$ cat config.mk
export PLATFORM = sky130hd
export DESIGN_NAME = led_matrix_shadow_command_driver_flat
export DESIGN_NICKNAME = d
export VERILOG_FILES = /design/src/design/lmscd_pkg.sv /design/src/design/lmscd_in_if.sv /design/src/design/lmscd_out_if.sv /design/src/design/lmscd_sequencer.sv /design/src/design/lmscd_datapath.sv /design/src/design/led_matrix_shadow_command_driver.sv /design/src/flat_wrapper.sv
export VERILOG_INCLUDE_DIRS = /design/src /design/src/design
export SDC_FILE = /design/constraint.sdc
export NUM_CORES = 1
export LEC_CHECK = 0
export BUFFER_PORTS_ARGS = -buffer_cell sky130_fd_sc_hd__buf_2
export CAP_MARGIN = 20
export CORE_UTILIZATION = 50
export DETAILED_ROUTE_END_ITERATION = 7
export GPL_TIMING_DRIVEN = 0
export PLACE_DENSITY = 0.72
export REMOVE_ABC_BUFFERS = 1
export SETUP_SLACK_MARGIN = 0.2
export SLEW_MARGIN = 5
export SYNTH_ARGS = -nofsm -noshare
export SYNTH_HDL_FRONTEND = slang
export SYNTH_SLANG_ARGS = --single-unit
$ cat constraint.sdc
create_clock -name clk -period 2.7 [get_ports clk]
set_input_delay 0.27 -clock clk [delete_from_list [all_inputs] [get_ports clk]]
set_output_delay 0.27 -clock clk [all_outputs]
set_load 0.005 [all_outputs]
$ cat src/design/led_matrix_shadow_command_driver_macros.svh
// Assertion helpers, all clocked on clk with rst_n as the disable
`ifndef LED_MATRIX_SHADOW_COMMAND_DRIVER_MACROS_SVH
`define LED_MATRIX_SHADOW_COMMAND_DRIVER_MACROS_SVH

// same-cycle implication
`define LMSCD_ASSERT_IMP(lbl, ante, cons, msg) \
    lbl: assert property (@(posedge clk) disable iff (!rst_n) (ante) |-> (cons)) \
        else $error(msg);

// next-cycle implication
`define LMSCD_ASSERT_NXT(lbl, ante, cons, msg) \
    lbl: assert property (@(posedge clk) disable iff (!rst_n) (ante) |=> (cons)) \
        else $error(msg);

`endif

$ cat src/design/lmscd_pkg.sv
`timescale 1ns / 1ps

package lmscd_pkg;

    localparam int ADDR_W      = 4;
    localparam int DATA_W      = 8;
    localparam int LED_NUM_W   = 6;
    localparam int NUM_COLUMNS = 8;
    localparam int COL_W       = $clog2(NUM_COLUMNS);
    localparam int ROW_W       = LED_NUM_W - COL_W;
    localparam int STEP_W      = 4;
    localparam int INTEN_W     = 4;
    localparam int SCAN_W      = 3;
    localparam int APB_AW      = 3;
    localparam int APB_DW      = 32;

    // controller register addresses
    localparam logic [ADDR_W-1:0] CMD_DECODE    = 4'h9;
    localparam logic [ADDR_W-1:0] CMD_INTENSITY = 4'hA;
    localparam logic [ADDR_W-1:0] CMD_SCANLIMIT = 4'hB;
    localparam logic [ADDR_W-1:0] CMD_SHUTDOWN  = 4'hC;
    localparam logic [ADDR_W-1:0] CMD_TEST      = 4'hF;

    localparam logic [INTEN_W-1:0] INTENSITY_RST = 4'd10;
    localparam logic [SCAN_W-1:0]  SCAN_RST      = 3'd7;

    // configuration register index, taken from paddr[2]
    localparam logic REG_INTENSITY = 1'b0;
    localparam logic REG_SCAN      = 1'b1;

    localparam logic FUNC_INIT = 1'b0;

    // microprogram step addresses
    localparam logic [STEP_W-1:0] STEP_IDLE      = 4'd0;
    localparam logic [STEP_W-1:0] STEP_INIT      = 4'd1;
    localparam logic [STEP_W-1:0] STEP_SCAN      = 4'd2;
    localparam logic [STEP_W-1:0] STEP_DECODE    = 4'd3;
    localparam logic [STEP_W-1:0] STEP_COL_FIRST = 4'd4;
    localparam logic [STEP_W-1:0] STEP_COL_LAST  = 4'd11;
    localparam logic [STEP_W-1:0] STEP_INTEN     = 4'd12;
    localparam logic [STEP_W-1:0] STEP_SHUTDOWN  = 4'd13;
    localparam logic [STEP_W-1:0] STEP_SET       = 4'd14;

    typedef enum logic [1:0] {
        SEQ_DISPATCH = 2'd0,
        SEQ_NEXT     = 2'd1,
        SEQ_HOME     = 2'd2
    } seq_op_t;

    typedef enum logic {
        ASRC_CONST  = 1'b0,
        ASRC_COLUMN = 1'b1
    } addr_src_t;

    typedef enum logic [2:0] {
        DSRC_ZERO   = 3'd0,
        DSRC_ONE    = 3'd1,
        DSRC_SCAN   = 3'd2,
        DSRC_INTEN  = 3'd3,
        DSRC_SHADOW = 3'd4
    } data_src_t;

    typedef struct packed {
        logic              accept;
        seq_op_t           seq;
        logic              emit;
        logic              last;
        logic              clear;
        addr_src_t         addr_src;
        logic [ADDR_W-1:0] addr_const;
        data_src_t         data_src;
    } ctrl_t;

    function automatic ctrl_t emit_word(input logic [ADDR_W-1:0] addr, input data_src_t dsrc);
        ctrl_t w;
        w            = '0;
        w.seq        = SEQ_NEXT;
        w.emit       = 1'b1;
        w.addr_src   = ASRC_CONST;
        w.addr_const = addr;
        w.data_src   = dsrc;
        return w;
    endfunction

    // control store
    function automatic ctrl_t ucode_rom(input logic [STEP_W-1:0] step);
        ctrl_t w;
        w = '0;
        unique case (step) inside
            STEP_IDLE:
            begin
                w.accept = 1'b1;
                w.seq    = SEQ_DISPATCH;
            end
            STEP_INIT:
            begin
                w       = emit_word(CMD_TEST, DSRC_ZERO);
                w.clear = 1'b1;
            end
            STEP_SCAN:   w = emit_word(CMD_SCANLIMIT, DSRC_SCAN);
            STEP_DECODE: w = emit_word(CMD_DECODE, DSRC_ZERO);
            [STEP_COL_FIRST:STEP_COL_LAST]:
                w = emit_word(step - (STEP_COL_FIRST - 4'd1), DSRC_ZERO);
            STEP_INTEN:  w = emit_word(CMD_INTENSITY, DSRC_INTEN);
            STEP_SHUTDOWN:
            begin
                w      = emit_word(CMD_SHUTDOWN, DSRC_ONE);
                w.seq  = SEQ_HOME;
                w.last = 1'b1;
            end
            STEP_SET:
            begin
                w          = emit_word('0, DSRC_SHADOW);
                w.seq      = SEQ_HOME;
                w.last     = 1'b1;
                w.addr_src = ASRC_COLUMN;
            end
            default:
            begin
                w.seq = SEQ_HOME;
            end
        endcase
        return w;
    endfunction

endpackage

$ cat src/design/lmscd_in_if.sv
`timescale 1ns / 1ps

interface lmscd_in_if;
    import lmscd_pkg::*;

    logic                 valid;
    logic                 ready;
    logic                 func;
    logic [LED_NUM_W-1:0] led_num;
    logic                 led_on;

    modport source (output valid, output func, output led_num, output led_on, input ready);
    modport sink (input valid, input func, input led_num, input led_on, output ready);
endinterface

$ cat src/design/lmscd_out_if.sv
`timescale 1ns / 1ps

interface lmscd_out_if;
    import lmscd_pkg::*;

    logic              valid;
    logic              ready;
    logic [ADDR_W-1:0] reg_address;
    logic [DATA_W-1:0] reg_data;
    logic              last;

    modport source (output valid, output reg_address, output reg_data, output last, input ready);
    modport sink (input valid, input reg_address, input reg_data, input last, output ready);
endinterface

$ cat src/design/lmscd_sequencer.sv
`timescale 1ns / 1ps

module lmscd_sequencer (
    input  logic              clk,
    input  logic              rst_n,
    input  logic              in_valid,
    input  logic              in_func,
    input  logic              out_free,
    output logic              in_ready,
    output lmscd_pkg::ctrl_t  ctrl
);
    import lmscd_pkg::*;

    logic [STEP_W-1:0] step_reg;
    logic [STEP_W-1:0] step_next;

    assign ctrl     = ucode_rom(step_reg);
    assign in_ready = ctrl.accept;

    always_comb
    begin
        step_next = step_reg;
        unique case (ctrl.seq)
            SEQ_DISPATCH:
            begin
                if (in_valid)
                begin
                    step_next = (in_func == FUNC_INIT) ? STEP_INIT : STEP_SET;
                end
            end
            SEQ_NEXT:
            begin
                if (out_free)
                begin
                    step_next = step_reg + 4'd1;
                end
            end
            SEQ_HOME:
            begin
                if (out_free || !ctrl.emit)
                begin
                    step_next = STEP_IDLE;
                end
            end
            default: step_next = STEP_IDLE;
        endcase
    end

    always_ff @(posedge clk or negedge rst_n)
    begin
        if (!rst_n)
        begin
            step_reg <= STEP_IDLE;
        end
        else
        begin
            step_reg <= step_next;
        end
    end
endmodule

$ cat src/design/lmscd_datapath.sv
`timescale 1ns / 1ps

module lmscd_datapath (
    input  logic                        clk,
    input  logic                        rst_n,
    input  lmscd_pkg::ctrl_t            ctrl,
    input  logic                        in_beat,
    input  logic [lmscd_pkg::LED_NUM_W-1:0] in_led_num,
    input  logic                        in_led_on,
    input  logic [lmscd_pkg::INTEN_W-1:0] intensity_level,
    input  logic [lmscd_pkg::SCAN_W-1:0]  scan_limit,
    output logic                        out_free,
    lmscd_out_if.source                 out_ch
);
    import lmscd_pkg::*;

    logic [LED_NUM_W-1:0]   idx_reg;
    logic                   on_reg;
    logic [DATA_W-1:0]      shadow_reg [NUM_COLUMNS];
    logic [DATA_W-1:0]      shadow_next [NUM_COLUMNS];

    logic                   valid_reg;
    logic                   valid_next;
    logic [ADDR_W-1:0]      addr_reg;
    logic [DATA_W-1:0]      data_reg;
    logic                   last_reg;

    logic [COL_W-1:0]       col;
    logic [ROW_W-1:0]       row;
    logic [DATA_W-1:0]      row_bit;
    logic [DATA_W-1:0]      new_byte;
    logic [ADDR_W-1:0]      addr_mux;
    logic [DATA_W-1:0]      data_mux;
    logic                   fire;

    assign col      = idx_reg[COL_W-1:0];
    assign row      = idx_reg[LED_NUM_W-1:COL_W];
    assign row_bit  = DATA_W'(1) << row;
    assign new_byte = on_reg ? (shadow_reg[col] | row_bit) : (shadow_reg[col] & ~row_bit);

    assign out_free = !valid_reg || out_ch.ready;
    assign fire     = ctrl.emit && out_free;

    always_comb
    begin
        addr_mux = ctrl.addr_const;
        if (ctrl.addr_src == ASRC_COLUMN)
        begin
            addr_mux = ADDR_W'(col) + 4'd1;
        end
    end

    always_comb
    begin
        case (ctrl.data_src)
            DSRC_ONE:    data_mux = DATA_W'(1);
            DSRC_SCAN:   data_mux = DATA_W'(scan_limit);
            DSRC_INTEN:  data_mux = DATA_W'(intensity_level);
            DSRC_SHADOW: data_mux = new_byte;
            default:     data_mux = '0;
        endcase
    end

    always_comb
    begin
        for (int c = 0; c < NUM_COLUMNS; c++)
        begin
            shadow_next[c] = shadow_reg[c];
            if (ctrl.clear)
            begin
                shadow_next[c] = '0;
            end
            else if (fire && ctrl.data_src == DSRC_SHADOW && col == COL_W'(c))
            begin
                shadow_next[c] = new_byte;
            end
        end
    end

    always_comb
    begin
        valid_next = valid_reg;
        if (fire)
        begin
            valid_next = 1'b1;
        end
        else if (out_ch.ready)
        begin
            valid_next = 1'b0;
        end
    end

    always_ff @(posedge clk or negedge rst_n)
    begin
        if (!rst_n)
        begin
            valid_reg <= 1'b0;
            for (int c = 0; c < NUM_COLUMNS; c++)
            begin
                shadow_reg[c] <= '0;
            end
        end
        else
        begin
            valid_reg  <= valid_next;
            shadow_reg <= shadow_next;
        end
    end

    always_ff @(posedge clk)
    begin
        if (in_beat)
        begin
            idx_reg <= in_led_num;
            on_reg  <= in_led_on;
        end
        if (fire)
        begin
            addr_reg <= addr_mux;
            data_reg <= data_mux;
            last_reg <= ctrl.last;
        end
    end

    assign out_ch.valid       = valid_reg;
    assign out_ch.reg_address = addr_reg;
    assign out_ch.reg_data    = data_reg;
    assign out_ch.last        = last_reg;
endmodule

$ cat src/design/led_matrix_shadow_command_driver.sv
`timescale 1ns / 1ps
`include "led_matrix_shadow_command_driver_macros.svh"

// Command-frame source for a serial 8x8 LED matrix controller. func=0 runs
// init: 13 beats (test off, scan limit, no decode, eight column clears,
// intensity, leave shutdown) and clears the column shadow; func=1 sets or
// clears one LED and sends its whole column byte to register column+1 in a
// single beat. last marks the final beat of each item. One item at a time:
// a microprogram emits one beat per cycle through a single output register
// while the output is not stalled.
// APB: intensity_level at 0x0, scan_limit at 0x4 (paddr[2] selects).
module led_matrix_shadow_command_driver (
    input  logic                          clk,
    input  logic                          rst_n,
    lmscd_in_if.sink                      in_ch,
    lmscd_out_if.source                   out_ch,
    input  logic                          psel,
    input  logic                          penable,
    input  logic                          pwrite,
    input  logic [lmscd_pkg::APB_AW-1:0]  paddr,
    input  logic [lmscd_pkg::APB_DW-1:0]  pwdata,
    output logic [lmscd_pkg::APB_DW-1:0]  prdata,
    output logic                          pready
);
    import lmscd_pkg::*;

    logic [INTEN_W-1:0] intensity_reg;
    logic [SCAN_W-1:0]  scan_reg;
    logic               cfg_wr;
    logic               in_beat;
    logic               init_beat;
    logic               set_beat;
    logic               out_free;
    ctrl_t              ctrl;

    assign pready = 1'b1;
    assign cfg_wr = psel && penable && pwrite && pready;
    assign prdata = (paddr[2] == REG_SCAN) ? APB_DW'(scan_reg) : APB_DW'(intensity_reg);

    always_ff @(posedge clk or negedge rst_n)
    begin
        if (!rst_n)
        begin
            intensity_reg <= INTENSITY_RST;
            scan_reg      <= SCAN_RST;
        end
        else if (cfg_wr)
        begin
            if (paddr[2] == REG_SCAN)
            begin
                scan_reg <= pwdata[SCAN_W-1:0];
            end
            else
            begin
                intensity_reg <= pwdata[INTEN_W-1:0];
            end
        end
    end

    assign in_beat   = in_ch.valid && in_ch.ready;
    assign init_beat = in_beat && (in_ch.func == FUNC_INIT);
    assign set_beat  = in_beat && (in_ch.func != FUNC_INIT);

    lmscd_sequencer u_seq (
        .clk      (clk),
        .rst_n    (rst_n),
        .in_valid (in_ch.valid),
        .in_func  (in_ch.func),
        .out_free (out_free),
        .in_ready (in_ch.ready),
        .ctrl     (ctrl)
    );

    lmscd_datapath u_dp (
        .clk             (clk),
        .rst_n           (rst_n),
        .ctrl            (ctrl),
        .in_beat         (in_beat),
        .in_led_num      (in_ch.led_num),
        .in_led_on       (in_ch.led_on),
        .intensity_level (intensity_reg),
        .scan_limit      (scan_reg),
        .out_free        (out_free),
        .out_ch          (out_ch)
    );

    `LMSCD_ASSERT_NXT(a_one_item, in_beat, !in_ch.ready, "accepted while busy")
    `LMSCD_ASSERT_NXT(a_init_clear, init_beat, ctrl.clear, "init without clear")
    `LMSCD_ASSERT_NXT(a_set_emit, set_beat, ctrl.emit && ctrl.data_src == DSRC_SHADOW, "no set")
    `LMSCD_ASSERT_IMP(a_ready_quiet, in_ch.ready, !ctrl.emit, "emit while taking input")
endmodule
$ cat src/flat_wrapper.sv
// flat-port wrapper written by rule: the top's interface ports become plain ports
module led_matrix_shadow_command_driver_flat import lmscd_pkg::*;
  (clk, rst_n, psel, penable, pwrite, paddr, pwdata, prdata, pready, in_ch_valid, in_ch_func, in_ch_led_num, in_ch_led_on, in_ch_ready, out_ch_valid, out_ch_reg_address, out_ch_reg_data, out_ch_last, out_ch_ready);
  lmscd_in_if in_ch_i ();
  lmscd_out_if out_ch_i ();
  input  logic clk;
  input  logic rst_n;
  input  logic psel;
  input  logic penable;
  input  logic pwrite;
  input  logic [lmscd_pkg::APB_AW-1:0] paddr;
  input  logic [lmscd_pkg::APB_DW-1:0] pwdata;
  output logic [lmscd_pkg::APB_DW-1:0] prdata;
  output logic pready;
  input wire logic [$bits(in_ch_i.valid)-1:0] in_ch_valid;
  input wire logic [$bits(in_ch_i.func)-1:0] in_ch_func;
  input wire logic [$bits(in_ch_i.led_num)-1:0] in_ch_led_num;
  input wire logic [$bits(in_ch_i.led_on)-1:0] in_ch_led_on;
  output wire logic [$bits(in_ch_i.ready)-1:0] in_ch_ready;
  output wire logic [$bits(out_ch_i.valid)-1:0] out_ch_valid;
  output wire logic [$bits(out_ch_i.reg_address)-1:0] out_ch_reg_address;
  output wire logic [$bits(out_ch_i.reg_data)-1:0] out_ch_reg_data;
  output wire logic [$bits(out_ch_i.last)-1:0] out_ch_last;
  input wire logic [$bits(out_ch_i.ready)-1:0] out_ch_ready;
  assign in_ch_i.valid = in_ch_valid;
  assign in_ch_i.func = in_ch_func;
  assign in_ch_i.led_num = in_ch_led_num;
  assign in_ch_i.led_on = in_ch_led_on;
  assign in_ch_ready = in_ch_i.ready;
  assign out_ch_valid = out_ch_i.valid;
  assign out_ch_reg_address = out_ch_i.reg_address;
  assign out_ch_reg_data = out_ch_i.reg_data;
  assign out_ch_last = out_ch_i.last;
  assign out_ch_i.ready = out_ch_ready;
  led_matrix_shadow_command_driver u_core (.clk(clk), .rst_n(rst_n), .in_ch(in_ch_i), .out_ch(out_ch_i), .psel(psel), .penable(penable), .pwrite(pwrite), .paddr(paddr), .pwdata(pwdata), .prdata(prdata), .pready(pready));
endmodule
Word level (Yosys, flattened, before mapping):

Cells that the tools add are included.

* add/sub/neg operators: 3
* magnitude comparators: 3
* eq/ne operators: 22
* shift-type cells: 1
* mux-type cells: 33
* bitwise gates (word level): 5
* reductions and logical operators: 34

Operators with widths (count)
* 2-to-1 mux 8 bit: 19
* case mux 11 bit (7 select lines): 1
* case mux 8 bit (4 select lines): 1
* binary-select mux 8 bit (select 3 bit): 1
* 2-to-1 mux 4 bit: 6
* nonzero test 2 bit: 9
* == test 3 bit (second input constant): 5
* logical AND 1 bit: 14
* == test 3 x 2 -> 1 bit (second input constant): 4
* == test 4 bit (second input constant): 3
* case mux 4 bit (3 select lines): 1
* bitwise AND 8 bit: 1
* == test 4 x 2 -> 1 bit (second input constant): 2
* inverter 8 bit: 1
* bitwise OR 8 bit: 1
* left shift 1 x 3 -> 8 bit (first input constant): 1
* == test 3 x 1 -> 1 bit (second input constant): 2
* != test 2 bit (second input constant): 3
* OR reduction 5 bit: 1
* adder 3 x 1 -> 4 bit (second input constant): 1
* adder 4 x 1 -> 4 bit (second input constant): 1
* == test 4 x 1 -> 1 bit (second input constant): 1
* >= comparator 4 x 3 -> 1 bit (second input constant): 1
* >= comparator 4 bit (second input constant): 1
* other kinds (15): 20

* register bits after elaboration: 96
* input port bits: 50
* output and inout port bits: 48
* logic and storage cells: 118

Longest topological paths before layout:

* depth after elaboration: 8
* mapped depth: 9

Cells and area by module:

Synthesis repeated with hierarchy kept, for this count alone.

* cells, all modules: 544
* area total of the unflattened synthesis: 5699.2 µm²

Modules (own cells, without submodules)
* lmscd_datapath: times used 1, cells an instance 431, area each 4605.7 µm²
* led_matrix_shadow_command_driver: times used 1, cells an instance 52, area each 570.5 µm²
* lmscd_sequencer: times used 1, cells an instance 61, area each 523.0 µm²

Worst setup path after synthesis:

No wires, ideal clock.

* path type: reg-to-reg
* from: reg u_core.u_seq.step_reg[0]
* to: reg u_core.u_dp.last_reg, in the netlist u_core.u_dp.out_ch.last, enable pin
* library setup time: 0.387 ns
* data arrival time: 1.886 ns
* path slack: 0.427 ns
* cell stages (with the launch flop): 6
* period minus slack after synthesis: 2.273 ns
* cells stage by stage: dfrtp_1 -> inv_1 -> ha_1 -> clkbuf_1 -> o21ai_0 -> a21oi_1

* word-level cells in the longest chain between the ends: 4

Ends and longest elaborated chain
* start, declared: line lmscd_sequencer.sv:14 `logic [STEP_W-1:0] step_reg;`
* start signal, assigned: line lmscd_sequencer.sv:57 `step_reg <= step_next;`
* >= comparator 4 x 3 -> 1 bit (implied by the code) or <= comparator 4 bit (tied branches): line lmscd_sequencer.sv:17 `assign ctrl = ucode_rom(step_reg);`
* logical AND 1 bit (implied by the code): line lmscd_sequencer.sv:17
* case mux 11 bit (7 select lines) *: line lmscd_pkg.sv:89 `unique case (step) inside`
* logical AND 1 bit *: line lmscd_datapath.sv:42 `assign fire = ctrl.emit && out_free;`
* via u_core.u_dp.fire: line lmscd_datapath.sv:34 `logic fire;`
* end signal, assigned: line lmscd_datapath.sv:121 `last_reg <= ctrl.last;`
* end, declared: line lmscd_datapath.sv:26 `logic last_reg;`

The timed path passes the listed nets; every way through them passes the cells marked *.
A chain may end at the register's enable or synchronous reset.

Worst setup path after layout:

* from: reg u_core.u_seq.step_reg[0]
* to: reg u_core.u_dp.shadow_reg[34] (netlist name)

* word-level cells in the longest chain between the ends: 7

Ends and longest elaborated chain
* >= comparator 4 x 3 -> 1 bit (implied by the code) or <= comparator 4 bit (tied branches): line lmscd_sequencer.sv:17
* logical AND 1 bit (implied by the code): line lmscd_sequencer.sv:17
* case mux 11 bit (7 select lines) *: line lmscd_pkg.sv:89
* == test 3 bit or logical AND 1 bit (tied branches): line lmscd_datapath.sv:73, lmscd_datapath.sv:42
* logical AND 1 bit (2 in a row): line lmscd_datapath.sv:73 `else if (fire && ctrl.data_src == DSRC_SHADOW && col == COL_W'(c))`
* nonzero test 2 bit (no line)
* end signal, assigned: line lmscd_datapath.sv:106 `shadow_reg <= shadow_next;`
* end, declared: line lmscd_datapath.sv:19 `logic [DATA_W-1:0] shadow_reg [NUM_COLUMNS];`

Every way passes the cells marked *; elsewhere a longest branch is shown, timed or not.

==> results.ini <==
[clocking]
clockBufferDepth = 2
clk_pin_slew_ns = 0.10
numCtsBuffers = 9
clk_latency_ns = 0.39
cts.sinks = 96
htreeDepth = 3
tritoncts = yes
cts_root_buffer = clkbuf_8

[logic_synthesis]
yosys.area.top_type = dfrtp_1
yosysTopAreaCellShare_pct = 31.70
syn_avg_cell_area_um2 = 9.715
synth-edff-count = 20
netlist_instances = 577
yosys_warnings = 0
synthMuxAreaShare_pct = 9.353
netlist_area_um2 = 5605
synth_compound_gate_area_share_pct = 17.37
yosys.area_share.simple_pct = 17.05
async_flop_share_pct = 79.17
synth_top_family_by_area = compound AO/OA/AOI/OAI gates
ys_types = 58
seq_area_frac_synth_pct = 44.75
synth_fa_ha_area_share_pct = 2.679
synthFlopType = dfrtp_1
synthTopCellsByArea = dfrtp_1 (32%), edfxtp_1 (11%), a21oi_1 (7.7%)
synthXorXnorAreaFrac_pct = 0.3125
synth-seq-cells = 96

[routing]
postRouteAntennaNets = 0
vias = 4757
drc = 0
drtIter0Drc = 510
wl_mm = 14.50
post_drt_wl_per_cell_um = 19.31
via_per_inst = 6.334
first_pass_iters = 5

[die]
core-area_um2 = 10890
io_pins = 98
placementRows = 38
die_h_um = 107.9
initial_utilization_pct = 51.48
die_w_um = 107.9
die_area_um2 = 11640

[hold_path]
whs_path_depth = 1
hold_class = in2reg

[power]
p_leak_nw = 2.836
peakVddDrop_mv = 0.4265
p_per_area_nw_per_um2 = 801.0

[timing]
finalSetupViolCount = 0
min_period_ns = 2.479
fmax_mhz = 403.5
fin_ws_ns = 0.2215
finalSetupTns_ns = 0
worstMarginPinSlew_ns = 0.8110
finalMaxSlewViolations = 0
maxSlewHeadroom_pct = 45.34
skew_ns = 0.01821
finalCritPeriodShare_pct = 91.80
rsz0062_at_grt = yes
finalHoldViolations = 0

[job]
maxCapViolCount = 0

[worst_setup_path]
cp.arrival_ns = 2.76
slowest_delay_ns = 0.55
cp.required_ns = 2.98
r2r_cells = 6
worstSetupPathType = reg2reg
cp_slowest_cell = and4_1
worstPathCellList = inv_1, ha_1, and3b_1, and4_1, mux2i_1, a211oi_1
start_kind = register
critPathTopFamily = simple AND/OR/NAND/NOR gates
cp_max_fo = 16
end_kind = register
critical_path_buf_inv_count = 1
critical_path_depth = 6

[layout]
final_nets = 668
syn2layout_area_growth_pct = 9.308
largest_register_ff_count = 64
instances_no_fill = 751
diodes = 0
drive_above_1_share_pct = 17.51

[global_routing]
grt_pass1_wl_mm = 22.74
track_usage_pct = 26.01
grt_overflow = 0
grt_pass1_vias = 4357
grt_antenna_before_repair = 0
grt_max_degree = 45

[run_status]
status = finished, final reports clean

[placement]
gp_congestion = 0.8863
pre_cts_slack_ns = 0.08430
hpwl_mm = 9.447
dp.cells = 715
io_buffers = 38

[logic make-up (layout without fill, tap and decap cells)]
kind of cell,Yosys count,in the layout
AND/OR/NAND/NOR,176,176
other,2,29
AO/OA/AOI/OAI,157,157
XOR/XNOR,2,2
buffers and inverters,81,88
flip-flops,96,96
multiplexers,51,51
adder cells (fa/ha/maj),12,12
[per-stage QoR]
stage / power, mW / area, um^2 / hold slack, ns / utilization (%)
finish: 4.908 / 6127 / 0.06397 / 56.27
global placement: 3.838 / 5642 / 0.4478 / 51.82
CTS: 4.833 / 6097 / 0.05176 / 56.00
global route: 5.179 / 6127 / 0.05228 / 56.27
floorplan: 3.312 / 5276 / -0.02559 / -
detailed placement: 3.935 / 5753 / 0.2430 / 52.84
[what timing repair did]
action                     CTS  global route
hold endpoints to repair    32             0
cloned                       0             0
resized for setup            0             6
pin swaps                    8             0
buffers inserted            19             0
setup endpoints to repair   21            45
hold buffers                 1             0
[path summary, 6_finish.rpt]
| kind | endpoint | slack, ns | start |
|---|---|---|---|
| worst min-delay path | u_core.u_dp.idx_reg[5] | 0.06 | in_ch_led_num[5] |
| worst max-delay path | u_core.u_dp.shadow_reg[34] | 0.22 | u_core.u_seq.step_reg[0] |
| worst max register to register | u_core.u_dp.shadow_reg[34] | 0.22 | u_core.u_seq.step_reg[0] |
| min in group asynchronous | u_core.u_dp.shadow_reg[53] | 0.39 | rst_n |
| max in group asynchronous | u_core.intensity_reg[1] | 1.68 | rst_n |
| worst min register to register | u_core.u_dp.shadow_reg[40] | 0.51 | u_core.u_dp.shadow_reg[40] |
[layer usage]
layer / vias up / wire, um / share of wire [%] / track usage (%)
met5: - / 0 / 0 / 0
met4: 0 / 457 / 3.2 / 11.74
met3: 46 / 1382 / 9.5 / 4.903
met2: 281 / 6692 / 46 / 40.34
met1: 2289 / 5970 / 41 / 35.30
li1: 2141 / - / - / -
[power by group]
group | leakage, nW | switching (mW) | internal, mW
logic | 1.52 | 1.23 | 0.757
registers | 1.22 | 0.192 | 1.83
clock network | 0.0893 | 0.553 | 0.349
[synth_stat cells (14+ instances only)]
| cell type | n |
|---|---|
| nor2_1 | 61 |
| edfxtp_1 | 20 |
| nand2_1 | 17 |
| dfrtp_1 | 71 |
| nand3_1 | 17 |
| a22oi_1 | 14 |
| a21oi_1 | 86 |
| buf_4 | 31 |
| nor4_1 | 14 |
| mux2i_1 | 40 |
| a31oi_1 | 14 |
| clkbuf_1 | 21 |
[layout make-up]
type	instances	area, um^2
sequential	96	2509
fill	944	4761
multi-input combinational	427	2766
inverter	10	37.54
tap	140	175.2
timing repair buffer	62	460.4
clock buffer	10	127.6
clock inverter	6	51.30
[cells in the final DEF (no fill, tap or decap), types with 16 or more instances in the layout]
master	n
dfrtp_1	71
nand3_1	17
edfxtp_1	20
conb_1	29
mux2i_1	40
nand2_1	16
a21oi_1	85
buf_4	19
nor2_1	61
buf_2	37
(Power assumes the default switching activity.)
